### src/design/lcfb_pkg.sv
// Shared types, constants and the raised-cosine ROM for the light color fade/blink engine.
// No dependencies; the top level, the sequencer and the datapath import this package.
`default_nettype none

package lcfb_pkg;

    localparam int CHANNEL_BITS = 8;
    localparam int TIME_BITS    = 24;
    localparam int COS_N        = 256;
    localparam int COLOR_BITS   = 32;
    localparam int NUM_COLORS   = 3;
    localparam int RATIO_BITS   = 16;   // Q15, one = 32768
    localparam int IDX_BITS     = $clog2(COS_N);
    localparam int CH_PER_WORD  = COLOR_BITS / CHANNEL_BITS;
    localparam int CH_IDX_BITS  = (CH_PER_WORD > 1) ? $clog2(CH_PER_WORD) : 1;
    localparam int REG_IDX_BITS = 3;
    localparam int DELTA_BITS   = 16;
    localparam int ELAPSED_BITS = 32;
    localparam int PROD_W       = CHANNEL_BITS + 18;

    // divider dividend width covers elapsed, phase << IDX_BITS and time << 15
    localparam int DIV_A = (TIME_BITS + 16 > ELAPSED_BITS) ? TIME_BITS + 16 : ELAPSED_BITS;
    localparam int DIV_W = (TIME_BITS + IDX_BITS > DIV_A) ? TIME_BITS + IDX_BITS : DIV_A;
    localparam int DIV_CNT_BITS = $clog2(DIV_W + 1);

    typedef enum logic [1:0] {
        ACT_TICK  = 2'd0,
        ACT_START = 2'd1,
        ACT_LOAD  = 2'd2,
        ACT_NOP   = 2'd3
    } t_action;

    typedef enum logic [REG_IDX_BITS-1:0] {
        REG_TGT_DIFF  = 3'd0,
        REG_TGT_AMB   = 3'd1,
        REG_TGT_SPEC  = 3'd2,
        REG_TOTAL     = 3'd3,
        REG_FADE_IN   = 3'd4,
        REG_FADE_OUT  = 3'd5,
        REG_BLINK_CNT = 3'd6,
        REG_RETURN    = 3'd7
    } t_reg_idx;

    typedef enum logic [2:0] {
        DIV_PER  = 3'd0,   // total / blink_count
        DIV_MOD  = 3'd1,   // elapsed mod period
        DIV_IDX  = 3'd2,   // phase * N / period
        DIV_FIN  = 3'd3,   // fade-in ratio
        DIV_FOUT = 3'd4    // fade-out ratio
    } t_div_sel;

    typedef struct packed {
        logic     capture;
        logic     tick_add;
        logic     start_snap;
        logic     load_colors;
        logic     finish;
        logic     div_go;
        t_div_sel div_sel;
        logic     set_dir;
        logic     dir;          // 1: start toward target
        logic     set_period;
        logic     set_ratio_cos;
        logic     set_ratio_div;
        logic     blend_step;
        logic     out_load;
    } t_cmd;

    typedef struct packed {
        t_action action;
        logic    active;
        logic    ge_total;
        logic    blink_mode;
        logic    le_fade_in;
        logic    fade_in_nz;
        logic    fout_ok;
        logic    blink_cnt_nz;
        logic    div_busy;
        logic    blend_last;
    } t_stat;

    function automatic logic [COS_N-1:0][15:0] gen_cos_table();
        logic [COS_N-1:0][15:0] tab;
        logic [63:0] j, x, x2, t, s, r;
        for (int i = 0; i < COS_N; i++) begin
            j = 64'(i);
            if (64'd2 * j > 64'(COS_N)) begin
                j = 64'(COS_N) - j;
            end
            x  = 64'd3373259426 * j / 64'(COS_N);
            x2 = (x * x) >> 30;
            t  = 64'd1073741824 - x2 / 64'd72;
            t  = 64'd1073741824 - ((x2 * t) >> 30) / 64'd42;
            t  = 64'd1073741824 - ((x2 * t) >> 30) / 64'd20;
            t  = 64'd1073741824 - ((x2 * t) >> 30) / 64'd6;
            s  = (x * t) >> 30;
            r  = (s * s) >> 30;
            r  = (r + 64'd16384) >> 15;
            if (r > 64'd32768) begin
                r = 64'd32768;
            end
            tab[i] = r[15:0];
        end
        return tab;
    endfunction

    localparam logic [COS_N-1:0][15:0] COS_TABLE = gen_cos_table();

endpackage

`default_nettype wire

### src/design/lcfb_in_if.sv
// Input channel of the fade/blink engine: valid/ready handshake and the item payload.
// No dependencies.
`default_nettype none

interface lcfb_in_if;
    logic        valid;
    logic        ready;
    logic [1:0]  action;
    logic [15:0] time_delta;
    logic [31:0] load_diffuse;
    logic [31:0] load_ambient;
    logic [31:0] load_specular;

    modport source (output valid, action, time_delta, load_diffuse, load_ambient,
                    load_specular, input ready);
    modport sink   (input valid, action, time_delta, load_diffuse, load_ambient,
                    load_specular, output ready);
endinterface

`default_nettype wire

### src/design/lcfb_out_if.sv
// Result channel of the fade/blink engine: valid/ready handshake and the result payload.
// No dependencies.
`default_nettype none

interface lcfb_out_if;
    logic        valid;
    logic        ready;
    logic [31:0] out_diffuse;
    logic [31:0] out_ambient;
    logic [31:0] out_specular;
    logic        running;
    logic        finished;

    modport source (output valid, out_diffuse, out_ambient, out_specular, running,
                    finished, input ready);
    modport sink   (input valid, out_diffuse, out_ambient, out_specular, running,
                    finished, output ready);
endinterface

`default_nettype wire

### src/design/light_color_fade_blink_engine_unit.sv
// Top level of the light color fade/blink engine: ties sequencer, datapath and channels.
// Depends on lcfb_pkg, lcfb_in_if, lcfb_out_if, lcfb_ctrl and lcfb_dp.
`default_nettype none

// Keeps three packed RGBA colors and runs fade or raised-cosine blink transitions toward
// the target colors held in eight config registers (written via i_cfg_we/idx/data while
// idle, a rule for the user that the block itself does not enforce). Each input transfer
// (tick, start, load, nop) yields exactly one result transfer with the current colors,
// running and a one-shot finished flag. Items are handled one at a time: load, nop, an
// idle tick or an ignored start go from decode to the result stage; a finishing or
// holding tick passes a check stage as well; a start with a nonzero blink count takes one
// divide; a fade tick takes one divide and a blend; a blink tick takes two divides and a
// blend. The shared bit-serial divider (one quotient bit per cycle, 40-bit dividend) and
// the single channel blender (one 8-bit channel per cycle) set the length of each item.
// A finished result sits in an output register, so the next item is taken while it
// waits; processing of that item stalls only at its own result stage.
module light_color_fade_blink_engine_unit (
    input  wire                              i_clk,
    input  wire                              i_rst_n,
    lcfb_in_if.sink                          i_in_ch,
    lcfb_out_if.source                       o_out_ch,
    input  wire                              i_cfg_we,
    input  wire [lcfb_pkg::REG_IDX_BITS-1:0] i_cfg_idx,
    input  wire [31:0]                       i_cfg_data
);
    import lcfb_pkg::*;

    t_cmd  w_cmd;
    t_stat w_stat;
    logic  w_in_ready;
    logic  w_out_valid;

    lcfb_ctrl u_ctrl (
        .i_clk       (i_clk),
        .i_rst_n     (i_rst_n),
        .i_in_valid  (i_in_ch.valid),
        .o_in_ready  (w_in_ready),
        .o_out_valid (w_out_valid),
        .i_out_ready (o_out_ch.ready),
        .i_stat      (w_stat),
        .o_cmd       (w_cmd)
    );

    lcfb_dp u_dp (
        .i_clk           (i_clk),
        .i_rst_n         (i_rst_n),
        .i_cfg_we        (i_cfg_we),
        .i_cfg_idx       (i_cfg_idx),
        .i_cfg_data      (i_cfg_data),
        .i_action        (i_in_ch.action),
        .i_time_delta    (i_in_ch.time_delta),
        .i_load_diffuse  (i_in_ch.load_diffuse),
        .i_load_ambient  (i_in_ch.load_ambient),
        .i_load_specular (i_in_ch.load_specular),
        .i_cmd           (w_cmd),
        .o_stat          (w_stat),
        .o_out_diffuse   (o_out_ch.out_diffuse),
        .o_out_ambient   (o_out_ch.out_ambient),
        .o_out_specular  (o_out_ch.out_specular),
        .o_running       (o_out_ch.running),
        .o_finished      (o_out_ch.finished)
    );

    assign i_in_ch.ready  = w_in_ready;
    assign o_out_ch.valid = w_out_valid;

    // finished always comes with the transition stopped
    a_fin_not_running: assert property (@(posedge i_clk) disable iff (!i_rst_n)
        (w_out_valid && o_out_ch.finished) |-> !o_out_ch.running)
        else $error("finished reported while still running");

    // one item in flight: no transfer in the cycle after one is taken
    a_one_in_flight: assert property (@(posedge i_clk) disable iff (!i_rst_n)
        (i_in_ch.valid && w_in_ready) |=> !w_in_ready)
        else $error("input taken while an item is in progress");

    // a new result only comes out of the result stage, never while idle
    a_result_stage: assert property (@(posedge i_clk) disable iff (!i_rst_n)
        $rose(w_out_valid) |-> $past(!w_in_ready))
        else $error("result issued without an item in progress");

    // the divider is never restarted while a divide is under way
    a_div_no_restart: assert property (@(posedge i_clk) disable iff (!i_rst_n)
        w_stat.div_busy |-> !w_cmd.div_go)
        else $error("divider restarted while busy");

endmodule

`default_nettype wire

### src/design/lcfb_ctrl.sv
// Sequencer of the fade/blink engine: one-hot state machine issuing datapath commands.
// Depends on lcfb_pkg.
`default_nettype none

module lcfb_ctrl (
    input  wire               i_clk,
    input  wire               i_rst_n,
    input  wire               i_in_valid,
    output logic              o_in_ready,
    output logic              o_out_valid,
    input  wire               i_out_ready,
    input  lcfb_pkg::t_stat   i_stat,
    output lcfb_pkg::t_cmd    o_cmd
);
    import lcfb_pkg::*;

    typedef enum logic [8:0] {
        S_IDLE      = 9'b000000001,
        S_DECODE    = 9'b000000010,
        S_CHECK     = 9'b000000100,
        S_DIV_PER   = 9'b000001000,
        S_DIV_MOD   = 9'b000010000,
        S_DIV_IDX   = 9'b000100000,
        S_DIV_RATIO = 9'b001000000,
        S_BLEND     = 9'b010000000,
        S_RESULT    = 9'b100000000
    } t_state;

    t_state r_state, n_state;
    logic   r_out_valid, n_out_valid;

    assign o_in_ready  = (r_state == S_IDLE);
    assign o_out_valid = r_out_valid;

    always_comb begin
        n_state     = r_state;
        n_out_valid = r_out_valid;
        o_cmd       = '0;
        if (r_out_valid && i_out_ready) begin
            n_out_valid = 1'b0;
        end
        case (r_state)
            S_IDLE: begin
                if (i_in_valid) begin
                    o_cmd.capture = 1'b1;
                    n_state       = S_DECODE;
                end
            end
            S_DECODE: begin
                n_state = S_RESULT;
                case (i_stat.action)
                    ACT_TICK: begin
                        if (i_stat.active) begin
                            o_cmd.tick_add = 1'b1;
                            n_state        = S_CHECK;
                        end
                    end
                    ACT_START: begin
                        if (!i_stat.active) begin
                            o_cmd.start_snap = 1'b1;
                            if (i_stat.blink_cnt_nz) begin
                                o_cmd.div_go  = 1'b1;
                                o_cmd.div_sel = DIV_PER;
                                n_state       = S_DIV_PER;
                            end
                        end
                    end
                    ACT_LOAD: o_cmd.load_colors = 1'b1;
                    default: ;
                endcase
            end
            S_CHECK: begin
                n_state = S_RESULT;
                if (i_stat.ge_total) begin
                    o_cmd.finish = 1'b1;
                end else if (i_stat.blink_mode) begin
                    o_cmd.div_go  = 1'b1;
                    o_cmd.div_sel = DIV_MOD;
                    o_cmd.set_dir = 1'b1;
                    o_cmd.dir     = 1'b1;
                    n_state       = S_DIV_MOD;
                end else if (i_stat.le_fade_in) begin
                    if (i_stat.fade_in_nz) begin
                        o_cmd.div_go  = 1'b1;
                        o_cmd.div_sel = DIV_FIN;
                        o_cmd.set_dir = 1'b1;
                        o_cmd.dir     = 1'b1;
                        n_state       = S_DIV_RATIO;
                    end
                end else if (i_stat.fout_ok) begin
                    o_cmd.div_go  = 1'b1;
                    o_cmd.div_sel = DIV_FOUT;
                    o_cmd.set_dir = 1'b1;
                    o_cmd.dir     = 1'b0;
                    n_state       = S_DIV_RATIO;
                end
            end
            S_DIV_PER: begin
                if (!i_stat.div_busy) begin
                    o_cmd.set_period = 1'b1;
                    n_state          = S_RESULT;
                end
            end
            S_DIV_MOD: begin
                if (!i_stat.div_busy) begin
                    o_cmd.div_go  = 1'b1;
                    o_cmd.div_sel = DIV_IDX;
                    n_state       = S_DIV_IDX;
                end
            end
            S_DIV_IDX: begin
                if (!i_stat.div_busy) begin
                    o_cmd.set_ratio_cos = 1'b1;
                    n_state             = S_BLEND;
                end
            end
            S_DIV_RATIO: begin
                if (!i_stat.div_busy) begin
                    o_cmd.set_ratio_div = 1'b1;
                    n_state             = S_BLEND;
                end
            end
            S_BLEND: begin
                o_cmd.blend_step = 1'b1;
                if (i_stat.blend_last) begin
                    n_state = S_RESULT;
                end
            end
            S_RESULT: begin
                if (!r_out_valid || i_out_ready) begin
                    o_cmd.out_load = 1'b1;
                    n_out_valid    = 1'b1;
                    n_state        = S_IDLE;
                end
            end
            default: n_state = S_IDLE;
        endcase
    end

    always_ff @(posedge i_clk) begin
        if (!i_rst_n) begin
            r_state     <= S_IDLE;
            r_out_valid <= 1'b0;
        end else begin
            r_state     <= n_state;
            r_out_valid <= n_out_valid;
        end
    end

endmodule

`default_nettype wire

### src/design/lcfb_dp.sv
// Datapath of the fade/blink engine: registers, state, shared divider and channel blender.
// Depends on lcfb_pkg.
`default_nettype none

module lcfb_dp (
    input  wire                          i_clk,
    input  wire                          i_rst_n,
    input  wire                          i_cfg_we,
    input  wire [lcfb_pkg::REG_IDX_BITS-1:0] i_cfg_idx,
    input  wire [31:0]                   i_cfg_data,
    input  wire [1:0]                    i_action,
    input  wire [15:0]                   i_time_delta,
    input  wire [31:0]                   i_load_diffuse,
    input  wire [31:0]                   i_load_ambient,
    input  wire [31:0]                   i_load_specular,
    input  lcfb_pkg::t_cmd               i_cmd,
    output lcfb_pkg::t_stat              o_stat,
    output logic [31:0]                  o_out_diffuse,
    output logic [31:0]                  o_out_ambient,
    output logic [31:0]                  o_out_specular,
    output logic                         o_running,
    output logic                         o_finished
);
    import lcfb_pkg::*;

    // configuration
    logic [COLOR_BITS-1:0] r_tgt [NUM_COLORS];
    logic [TIME_BITS-1:0]  r_total, r_fade_in, r_fade_out;
    logic [7:0]            r_blink_cnt;
    logic                  r_return;

    // captured item
    t_action               r_action;
    logic [DELTA_BITS-1:0] r_delta;
    logic [COLOR_BITS-1:0] r_load [NUM_COLORS];

    // engine state
    logic [COLOR_BITS-1:0]   r_cur [NUM_COLORS];
    logic [COLOR_BITS-1:0]   r_start [NUM_COLORS];
    logic [ELAPSED_BITS-1:0] r_elapsed;
    logic [TIME_BITS-1:0]    r_period;
    logic                    r_active;
    logic                    r_fin;

    // divider
    logic [DIV_W-1:0]        r_dquo;
    logic [TIME_BITS-1:0]    r_drem, r_ddiv;
    logic [DIV_CNT_BITS-1:0] r_dcnt;
    logic                    r_dbusy;

    // blender
    logic [RATIO_BITS-1:0]   r_ratio;
    logic                    r_dir;
    logic [1:0]              r_bcol;
    logic [CH_IDX_BITS-1:0]  r_bch;

    // output register
    logic [COLOR_BITS-1:0] r_out [NUM_COLORS];
    logic                  r_out_run, r_out_fin;

    logic [ELAPSED_BITS:0]   w_sum;
    logic [TIME_BITS-1:0]    w_begin, w_len, w_fdiff;
    logic [DIV_W-1:0]        w_dividend;
    logic [TIME_BITS-1:0]    w_divisor;
    logic [TIME_BITS:0]      w_rsh;
    logic                    w_qbit;
    logic [COLOR_BITS-1:0]   w_a, w_b, w_word;
    logic [CHANNEL_BITS-1:0] w_ca, w_cb, w_v;
    logic [CHANNEL_BITS:0]   w_diff;
    logic [PROD_W-1:0]       w_prod, w_acc;
    logic                    w_ch_last;

    assign w_sum   = {1'b0, r_elapsed} + ELAPSED_BITS'(r_delta);
    assign w_begin = (r_fade_out > r_total) ? '0 : r_total - r_fade_out;
    assign w_len   = r_total - w_begin;
    assign w_fdiff = r_elapsed[TIME_BITS-1:0] - w_begin;

    assign o_stat.action       = r_action;
    assign o_stat.active       = r_active;
    assign o_stat.ge_total     = (r_elapsed >= ELAPSED_BITS'(r_total));
    assign o_stat.blink_mode   = (r_blink_cnt != '0) && (r_period != '0);
    assign o_stat.le_fade_in   = (r_elapsed <= ELAPSED_BITS'(r_fade_in));
    assign o_stat.fade_in_nz   = (r_fade_in != '0);
    assign o_stat.fout_ok      = r_return && (r_elapsed >= ELAPSED_BITS'(w_begin))
                                 && (w_len != '0);
    assign o_stat.blink_cnt_nz = (r_blink_cnt != '0);
    assign o_stat.div_busy     = r_dbusy;
    assign w_ch_last           = (r_bch == CH_IDX_BITS'(CH_PER_WORD - 1));
    assign o_stat.blend_last   = w_ch_last && (r_bcol == 2'(NUM_COLORS - 1));

    // divider operand selection
    always_comb begin
        case (i_cmd.div_sel)
            DIV_PER: begin
                w_dividend = DIV_W'(r_total);
                w_divisor  = TIME_BITS'(r_blink_cnt);
            end
            DIV_MOD: begin
                w_dividend = DIV_W'(r_elapsed);
                w_divisor  = r_period;
            end
            DIV_IDX: begin
                w_dividend = DIV_W'({r_drem, {IDX_BITS{1'b0}}});
                w_divisor  = r_period;
            end
            DIV_FIN: begin
                w_dividend = DIV_W'({r_elapsed[TIME_BITS-1:0], 15'd0});
                w_divisor  = r_fade_in;
            end
            DIV_FOUT: begin
                w_dividend = DIV_W'({w_fdiff, 15'd0});
                w_divisor  = w_len;
            end
            default: begin
                w_dividend = '0;
                w_divisor  = r_period;
            end
        endcase
    end

    // restoring step, one quotient bit per cycle
    assign w_rsh  = {r_drem, r_dquo[DIV_W-1]};
    assign w_qbit = (w_rsh >= {1'b0, r_ddiv});

    // channel blend: a + (b - a) * r, rounded, Q15
    always_comb begin
        w_a    = r_dir ? r_start[r_bcol] : r_tgt[r_bcol];
        w_b    = r_dir ? r_tgt[r_bcol]   : r_start[r_bcol];
        w_ca   = CHANNEL_BITS'(w_a >> (r_bch * CHANNEL_BITS));
        w_cb   = CHANNEL_BITS'(w_b >> (r_bch * CHANNEL_BITS));
        w_diff = {1'b0, w_cb} - {1'b0, w_ca};
        w_prod = PROD_W'($signed(PROD_W'($signed(w_diff)))
                         * $signed(PROD_W'({1'b0, r_ratio})));
        w_acc  = w_prod + PROD_W'({w_ca, 15'd0}) + PROD_W'(17'd16384);
        w_v    = w_acc[15 +: CHANNEL_BITS];
        w_word = (r_bch == '0) ? '0 : r_cur[r_bcol];
        w_word[r_bch * CHANNEL_BITS +: CHANNEL_BITS] = w_v;
    end

    // control state
    always_ff @(posedge i_clk) begin
        if (!i_rst_n) begin
            for (int k = 0; k < NUM_COLORS; k++) begin
                r_tgt[k]   <= '0;
                r_cur[k]   <= '0;
                r_start[k] <= '0;
            end
            r_total     <= '0;
            r_fade_in   <= '0;
            r_fade_out  <= '0;
            r_blink_cnt <= '0;
            r_return    <= 1'b0;
            r_elapsed   <= '0;
            r_period    <= '0;
            r_active    <= 1'b0;
            r_fin       <= 1'b0;
            r_dbusy     <= 1'b0;
            r_dcnt      <= '0;
        end else begin
            if (i_cfg_we) begin
                case (t_reg_idx'(i_cfg_idx))
                    REG_TGT_DIFF:  r_tgt[0]    <= i_cfg_data;
                    REG_TGT_AMB:   r_tgt[1]    <= i_cfg_data;
                    REG_TGT_SPEC:  r_tgt[2]    <= i_cfg_data;
                    REG_TOTAL:     r_total     <= i_cfg_data[TIME_BITS-1:0];
                    REG_FADE_IN:   r_fade_in   <= i_cfg_data[TIME_BITS-1:0];
                    REG_FADE_OUT:  r_fade_out  <= i_cfg_data[TIME_BITS-1:0];
                    REG_BLINK_CNT: r_blink_cnt <= i_cfg_data[7:0];
                    REG_RETURN:    r_return    <= i_cfg_data[0];
                    default: ;
                endcase
            end
            if (i_cmd.capture) begin
                r_fin <= 1'b0;
            end
            if (i_cmd.tick_add) begin
                r_elapsed <= w_sum[ELAPSED_BITS] ? '1 : w_sum[ELAPSED_BITS-1:0];
            end
            if (i_cmd.start_snap) begin
                for (int k = 0; k < NUM_COLORS; k++) begin
                    r_start[k] <= r_cur[k];
                end
                r_active  <= 1'b1;
                r_elapsed <= '0;
            end
            if (i_cmd.load_colors) begin
                for (int k = 0; k < NUM_COLORS; k++) begin
                    r_cur[k] <= r_load[k];
                end
            end
            if (i_cmd.finish) begin
                for (int k = 0; k < NUM_COLORS; k++) begin
                    r_cur[k] <= r_return ? r_start[k] : r_tgt[k];
                end
                r_period <= '0;
                r_active <= 1'b0;
                r_fin    <= 1'b1;
            end
            if (i_cmd.set_period) begin
                r_period <= r_dquo[TIME_BITS-1:0];
            end
            if (i_cmd.blend_step) begin
                r_cur[r_bcol] <= w_word;
            end
            if (i_cmd.div_go) begin
                r_dbusy <= 1'b1;
                r_dcnt  <= DIV_CNT_BITS'(DIV_W);
            end else if (r_dbusy) begin
                r_dcnt <= r_dcnt - 1'b1;
                if (r_dcnt == DIV_CNT_BITS'(1)) begin
                    r_dbusy <= 1'b0;
                end
            end
        end
    end

    // payload registers
    always_ff @(posedge i_clk) begin
        if (i_cmd.capture) begin
            r_action <= t_action'(i_action);
            r_delta  <= i_time_delta;
            r_load[0] <= i_load_diffuse;
            r_load[1] <= i_load_ambient;
            r_load[2] <= i_load_specular;
        end
        if (i_cmd.div_go) begin
            r_dquo <= w_dividend;
            r_drem <= '0;
            r_ddiv <= w_divisor;
        end else if (r_dbusy) begin
            r_dquo <= {r_dquo[DIV_W-2:0], w_qbit};
            r_drem <= w_qbit ? TIME_BITS'(w_rsh - {1'b0, r_ddiv}) : w_rsh[TIME_BITS-1:0];
        end
        if (i_cmd.set_dir) begin
            r_dir <= i_cmd.dir;
        end
        if (i_cmd.set_ratio_cos || i_cmd.set_ratio_div) begin
            r_ratio <= i_cmd.set_ratio_cos ? COS_TABLE[r_dquo[IDX_BITS-1:0]]
                                           : r_dquo[RATIO_BITS-1:0];
            r_bcol  <= '0;
            r_bch   <= '0;
        end else if (i_cmd.blend_step) begin
            if (w_ch_last) begin
                r_bch  <= '0;
                r_bcol <= r_bcol + 2'd1;
            end else begin
                r_bch <= r_bch + 1'b1;
            end
        end
        if (i_cmd.out_load) begin
            for (int k = 0; k < NUM_COLORS; k++) begin
                r_out[k] <= r_cur[k];
            end
            r_out_run <= r_active;
            r_out_fin <= r_fin;
        end
    end

    assign o_out_diffuse  = r_out[0];
    assign o_out_ambient  = r_out[1];
    assign o_out_specular = r_out[2];
    assign o_running      = r_out_run;
    assign o_finished     = r_out_fin;

endmodule

`default_nettype wire
### src/flat_wrapper.sv
// flat-port wrapper written by rule: the top's interface ports become plain ports
module light_color_fade_blink_engine_unit_flat import lcfb_pkg::*;
  (i_clk, i_rst_n, i_cfg_we, i_cfg_idx, i_cfg_data, i_in_ch_valid, i_in_ch_action, i_in_ch_time_delta, i_in_ch_load_diffuse, i_in_ch_load_ambient, i_in_ch_load_specular, i_in_ch_ready, o_out_ch_valid, o_out_ch_out_diffuse, o_out_ch_out_ambient, o_out_ch_out_specular, o_out_ch_running, o_out_ch_finished, o_out_ch_ready);
  lcfb_in_if i_in_ch_i ();
  lcfb_out_if o_out_ch_i ();
  input  wire i_clk;
  input  wire i_rst_n;
  input  wire i_cfg_we;
  input  wire [lcfb_pkg::REG_IDX_BITS-1:0] i_cfg_idx;
  input  wire [31:0] i_cfg_data;
  input wire logic [$bits(i_in_ch_i.valid)-1:0] i_in_ch_valid;
  input wire logic [$bits(i_in_ch_i.action)-1:0] i_in_ch_action;
  input wire logic [$bits(i_in_ch_i.time_delta)-1:0] i_in_ch_time_delta;
  input wire logic [$bits(i_in_ch_i.load_diffuse)-1:0] i_in_ch_load_diffuse;
  input wire logic [$bits(i_in_ch_i.load_ambient)-1:0] i_in_ch_load_ambient;
  input wire logic [$bits(i_in_ch_i.load_specular)-1:0] i_in_ch_load_specular;
  output wire logic [$bits(i_in_ch_i.ready)-1:0] i_in_ch_ready;
  output wire logic [$bits(o_out_ch_i.valid)-1:0] o_out_ch_valid;
  output wire logic [$bits(o_out_ch_i.out_diffuse)-1:0] o_out_ch_out_diffuse;
  output wire logic [$bits(o_out_ch_i.out_ambient)-1:0] o_out_ch_out_ambient;
  output wire logic [$bits(o_out_ch_i.out_specular)-1:0] o_out_ch_out_specular;
  output wire logic [$bits(o_out_ch_i.running)-1:0] o_out_ch_running;
  output wire logic [$bits(o_out_ch_i.finished)-1:0] o_out_ch_finished;
  input wire logic [$bits(o_out_ch_i.ready)-1:0] o_out_ch_ready;
  assign i_in_ch_i.valid = i_in_ch_valid;
  assign i_in_ch_i.action = i_in_ch_action;
  assign i_in_ch_i.time_delta = i_in_ch_time_delta;
  assign i_in_ch_i.load_diffuse = i_in_ch_load_diffuse;
  assign i_in_ch_i.load_ambient = i_in_ch_load_ambient;
  assign i_in_ch_i.load_specular = i_in_ch_load_specular;
  assign i_in_ch_ready = i_in_ch_i.ready;
  assign o_out_ch_valid = o_out_ch_i.valid;
  assign o_out_ch_out_diffuse = o_out_ch_i.out_diffuse;
  assign o_out_ch_out_ambient = o_out_ch_i.out_ambient;
  assign o_out_ch_out_specular = o_out_ch_i.out_specular;
  assign o_out_ch_running = o_out_ch_i.running;
  assign o_out_ch_finished = o_out_ch_i.finished;
  assign o_out_ch_i.ready = o_out_ch_ready;
  light_color_fade_blink_engine_unit u_core (.i_clk(i_clk), .i_rst_n(i_rst_n), .i_in_ch(i_in_ch_i), .o_out_ch(o_out_ch_i), .i_cfg_we(i_cfg_we), .i_cfg_idx(i_cfg_idx), .i_cfg_data(i_cfg_data));
endmodule
### config.mk
export PLATFORM = sky130hd
export DESIGN_NAME = light_color_fade_blink_engine_unit_flat
export DESIGN_NICKNAME = d
export VERILOG_FILES = /design/src/design/lcfb_pkg.sv /design/src/design/lcfb_in_if.sv /design/src/design/lcfb_out_if.sv /design/src/design/light_color_fade_blink_engine_unit.sv /design/src/design/lcfb_ctrl.sv /design/src/design/lcfb_dp.sv /design/src/flat_wrapper.sv
export SDC_FILE = /design/constraint.sdc
export NUM_CORES = 2
export LEC_CHECK = 0
export BUFFER_PORTS_ARGS = -buffer_cell sky130_fd_sc_hd__buf_2
export CORE_MARGIN = 4
export CORE_UTILIZATION = 28
export DETAILED_ROUTE_END_ITERATION = 6
export SYNTH_ARGS = -nofsm -noshare
export SYNTH_HDL_FRONTEND = slang
export SYNTH_SLANG_ARGS = --single-unit
### constraint.sdc
create_clock -name i_clk -period 12 [get_ports i_clk]
set_clock_uncertainty 0.2 [all_clocks]
set_input_delay 1.8 -clock i_clk [delete_from_list [all_inputs] [get_ports i_clk]]
set_output_delay 1.8 -clock i_clk [all_outputs]
set_load 0.03 [all_outputs]
==> reports/metrics.cfg <==
[floorplanning]
die_x_um = 436
num_rows = 156
die_h_um = 436
core_area_mm2 = 0.182
die_area_mm2 = 0.190
start_util_pct = 28.3
boundaryPins = 254

[yosys]
avgSynthCellArea_um2 = 9.94
synth-edff-count = 613
synth_seq_area_share_pct = 43.8
ys_warn_count = 0
synth_top_family_by_area = compound AO/OA/AOI/OAI gates
syn_inst = 5161
syn-cell-area_mm2 = 0.0513
synth_fa_ha_area_share_pct = 10.1
synth.distinct_cells = 107
synth.area.mux_share_pct = 7.20
synth-xor-area-share_pct = 2.10
synth_compound_area_share_pct = 17.8
ys.flop_type = edfxtp_1
yosys_register_bits = 815
synth_simple_gate_area_share_pct = 14.3
async_flop_share_pct = 0
synth_nets = 5662

[timing]
rsz0062_at_grt = no
fin_crit_ps = 10970
setup_viol = 0
period_share_pct = 91.4
tns_ps = 0
worst_pin_slew_ps = 1230
postLayoutSetupSlackWorst_ps = 1030
max_freq_ghz = 0.0911
drv_slew = 0
slew-limit-headroom_pct = 18.0
final_hold_viol_count = 0

[clocking]
cts_buffer_depth = 3
cts_setup_buffers = 0
ctsResizeCount = 0
cts_buffers = 88
cts_tree = yes
cts_root_buffer = clkbuf_16
clock_latency_ps = 730
hold_buffers = 0
clk_pin_slew_ps = 70
cts_max_level = 3
cts.sinks = 815

[drt]
antenna_left = 0
drcViolationCount = 7
drt-initial-drc-count = 5010
wl_um = 203000
vias = 43600
dr.pass1.iters = 7
post_drt_wl_per_cell_um = 26.1
viasPerCell = 5.60

[final_layout]
stdcell_count = 7784
final_nets = 5838
syn_to_final_growth_pct = 13.9
drive_gt1_share_pct = 13.8

[placed_design]
routabilityCongestion = 0.985
dp_slack_ps = 1070
numPortBuffers = 253
dp.cells = 7617
dpl.hpwl_um = 150000

[worst_setup_path]
max_stage_delay_ps = 740
worst-path-stages = 39
cp_common_cell = a21o_1
crit_end = u_core.u_dp.r_cur[2][5]$_DFFE_PP_
crit_fanout = 33
reg2reg_slack_ps = 1030
cp-end-kind = flip-flop
cp.arrival_ps = 11250
cp_num_buf_inv = 7
rr_endpoint = u_core.u_dp.r_cur[2][5]$_DFFE_PP_
worstRegToRegCells = 39
crit_slowest_cell = dfxtp_4
cp_top_family = compound AO/OA/AOI/OAI gates
start_kind = flip-flop
crit_type = flip-flop to flip-flop
required_ps = 12270

[grt]
grt_first_pass_wirelength_um = 293000
first_global_vias = 42100
grt_util_all_layers_pct = 20.5
overflow = 0
antenna_found_initial = 39
grt_max_degree = 74

[power]
p_leak_uw = 0.0224
power_density_mw_per_mm2 = 187
irDropWorstVdd_mv = 0.502

[run_status]
status = finished with violations
violations = DRC

[job]
maxCapViolCount = 0

[min_path]
hold_class = flip-flop to flip-flop

## Yosys cell counts, drive strengths merged, types with 36 or more instances
library cell / number / area [um2]
edfxtp: 613 / 18400
nand2: 559 / 2100
a21oi: 543 / 2730
nor2: 393 / 1490
inv: 293 / 1100
ha: 236 / 2950
o21ai: 231 / 1160
clkbuf: 228 / 857
dfxtp: 202 / 4040
and2: 184 / 1150
mux2i: 170 / 1700
fa: 111 / 2220
nand3: 109 / 546
buf: 93 / 487
xnor2: 81 / 709
nor3: 72 / 377
mux4: 64 / 1440
o211ai: 63 / 483
nand2b: 61 / 382
a21o: 58 / 435
a211oi: 55 / 430
mux2: 49 / 552
o21a: 48 / 362
xor2: 42 / 368
o221ai: 41 / 359
nand4: 38 / 238
a221o: 36 / 360
## registers in the layout (all words and copies together), names as in the netlist, 6 cells and up, named ones only
name and count:
u_core.u_dp.r_ratio 16, u_core.u_dp.r_blink_cnt 8, u_core.u_dp.r_start 96, u_core.u_dp.r_out 96
u_core.u_ctrl.r_state 9, u_core.u_dp.r_fade_in 24, u_core.u_dp.r_ddiv 24, u_core.u_dp.r_elapsed 32
u_core.u_dp.r_load 96, u_core.u_dp.r_period 24, u_core.u_dp.r_delta 16, u_core.u_dp.r_fade_out 24
u_core.u_dp.r_dcnt 6, u_core.u_dp.r_dquo 40, u_core.u_dp.r_drem 24, u_core.u_dp.r_tgt 96
u_core.u_dp.r_total 24, u_core.u_dp.r_cur 128
## kinds of logic (layout without fill, tap and decap cells)
| kind of cell | count (synthesis) | after routing |
|---|---|---|
| muxes | 283 | 283 |
| buffers and inverters | 617 | 860 |
| other | 0 | 10 |
| DFF | 815 | 815 |
| AOI/OAI and AO/OA | 1406 | 1406 |
| adders and majority gates | 347 | 347 |
| and+or+nand+nor | 1570 | 1570 |
| xor gates and xnor gates | 123 | 123 |
## per-stage QoR
step	total power [uW]	hold WS, ps	utilization [%]	instance area (um2)
finish	10900	209	32.2	58400
global route	11600	230	32.2	58400
CTS	11000	212	32.2	58400
detailed placement	8230	233	30.6	55600
global placement	8190	219	30.6	55600
floorplan	6500	209	-	51300
## layout make-up
cell class                      count  area, um2
Clock inverter                     40        425
Fill cell                       18600     123000
Antenna cell                       10       25.0
Multi-Input combinational cell   3729      26600
Timing Repair Buffer              407       2470
Clock buffer                      117       2380
Inverter                          296       1120
Tap cell                         2370       2970
Sequential cell                   815      22500
## metal layers
layer	GRT usage [%]	vias up	share of wire, %
met5	0	-	0.033
met4	9.05	10	4.9
met3	4.22	535	8.8
met2	33.3	2293	47
met1	26.2	21500	40
li1	-	19300	-
## worst min path at each step
| stage | startpoint | to | cells past startpoint |
|---|---|---|---|
| CTS | u_core.u_dp.r_fin$_SDFFE_PN0P_ | u_core.u_dp.o_finished$_DFFE_PP_ | 0 |
| finish | u_core.u_dp.r_fin$_SDFFE_PN0P_ | u_core.u_dp.o_finished$_DFFE_PP_ | 0 |
| detailed placement | u_core.u_dp.r_fin$_SDFFE_PN0P_ | u_core.u_dp.o_finished$_DFFE_PP_ | 0 |
| global route | u_core.u_dp.r_fin$_SDFFE_PN0P_ | u_core.u_dp.o_finished$_DFFE_PP_ | 0 |
| global placement | u_core.u_dp.r_fin$_SDFFE_PN0P_ | u_core.u_dp.o_finished$_DFFE_PP_ | 0 |
| floorplan | u_core.u_dp.r_fin$_SDFFE_PN0P_ | u_core.u_dp.o_finished$_DFFE_PP_ | 0 |
## power by group
group / internal [uW] / switching [uW]
sequential: 3260 / 138
combinational: 1680 / 3160
clock: 1500 / 1210
total: 6440 / 4500
## cells in the final DEF, fill, tap and decap left out, drive strengths merged, types with 109 or more instances in the layout
master	netlist	final
and2	184	184
fa	111	111
edfxtp	613	613
nand2	559	559
nor2	393	393
buf	93	407
nand3	109	109
a21oi	543	543
ha	236	236
clkbuf	228	117
inv	293	302
dfxtp	202	202
mux2i	170	170
o21ai	231	231
Power figures use the tool's default switching activity.
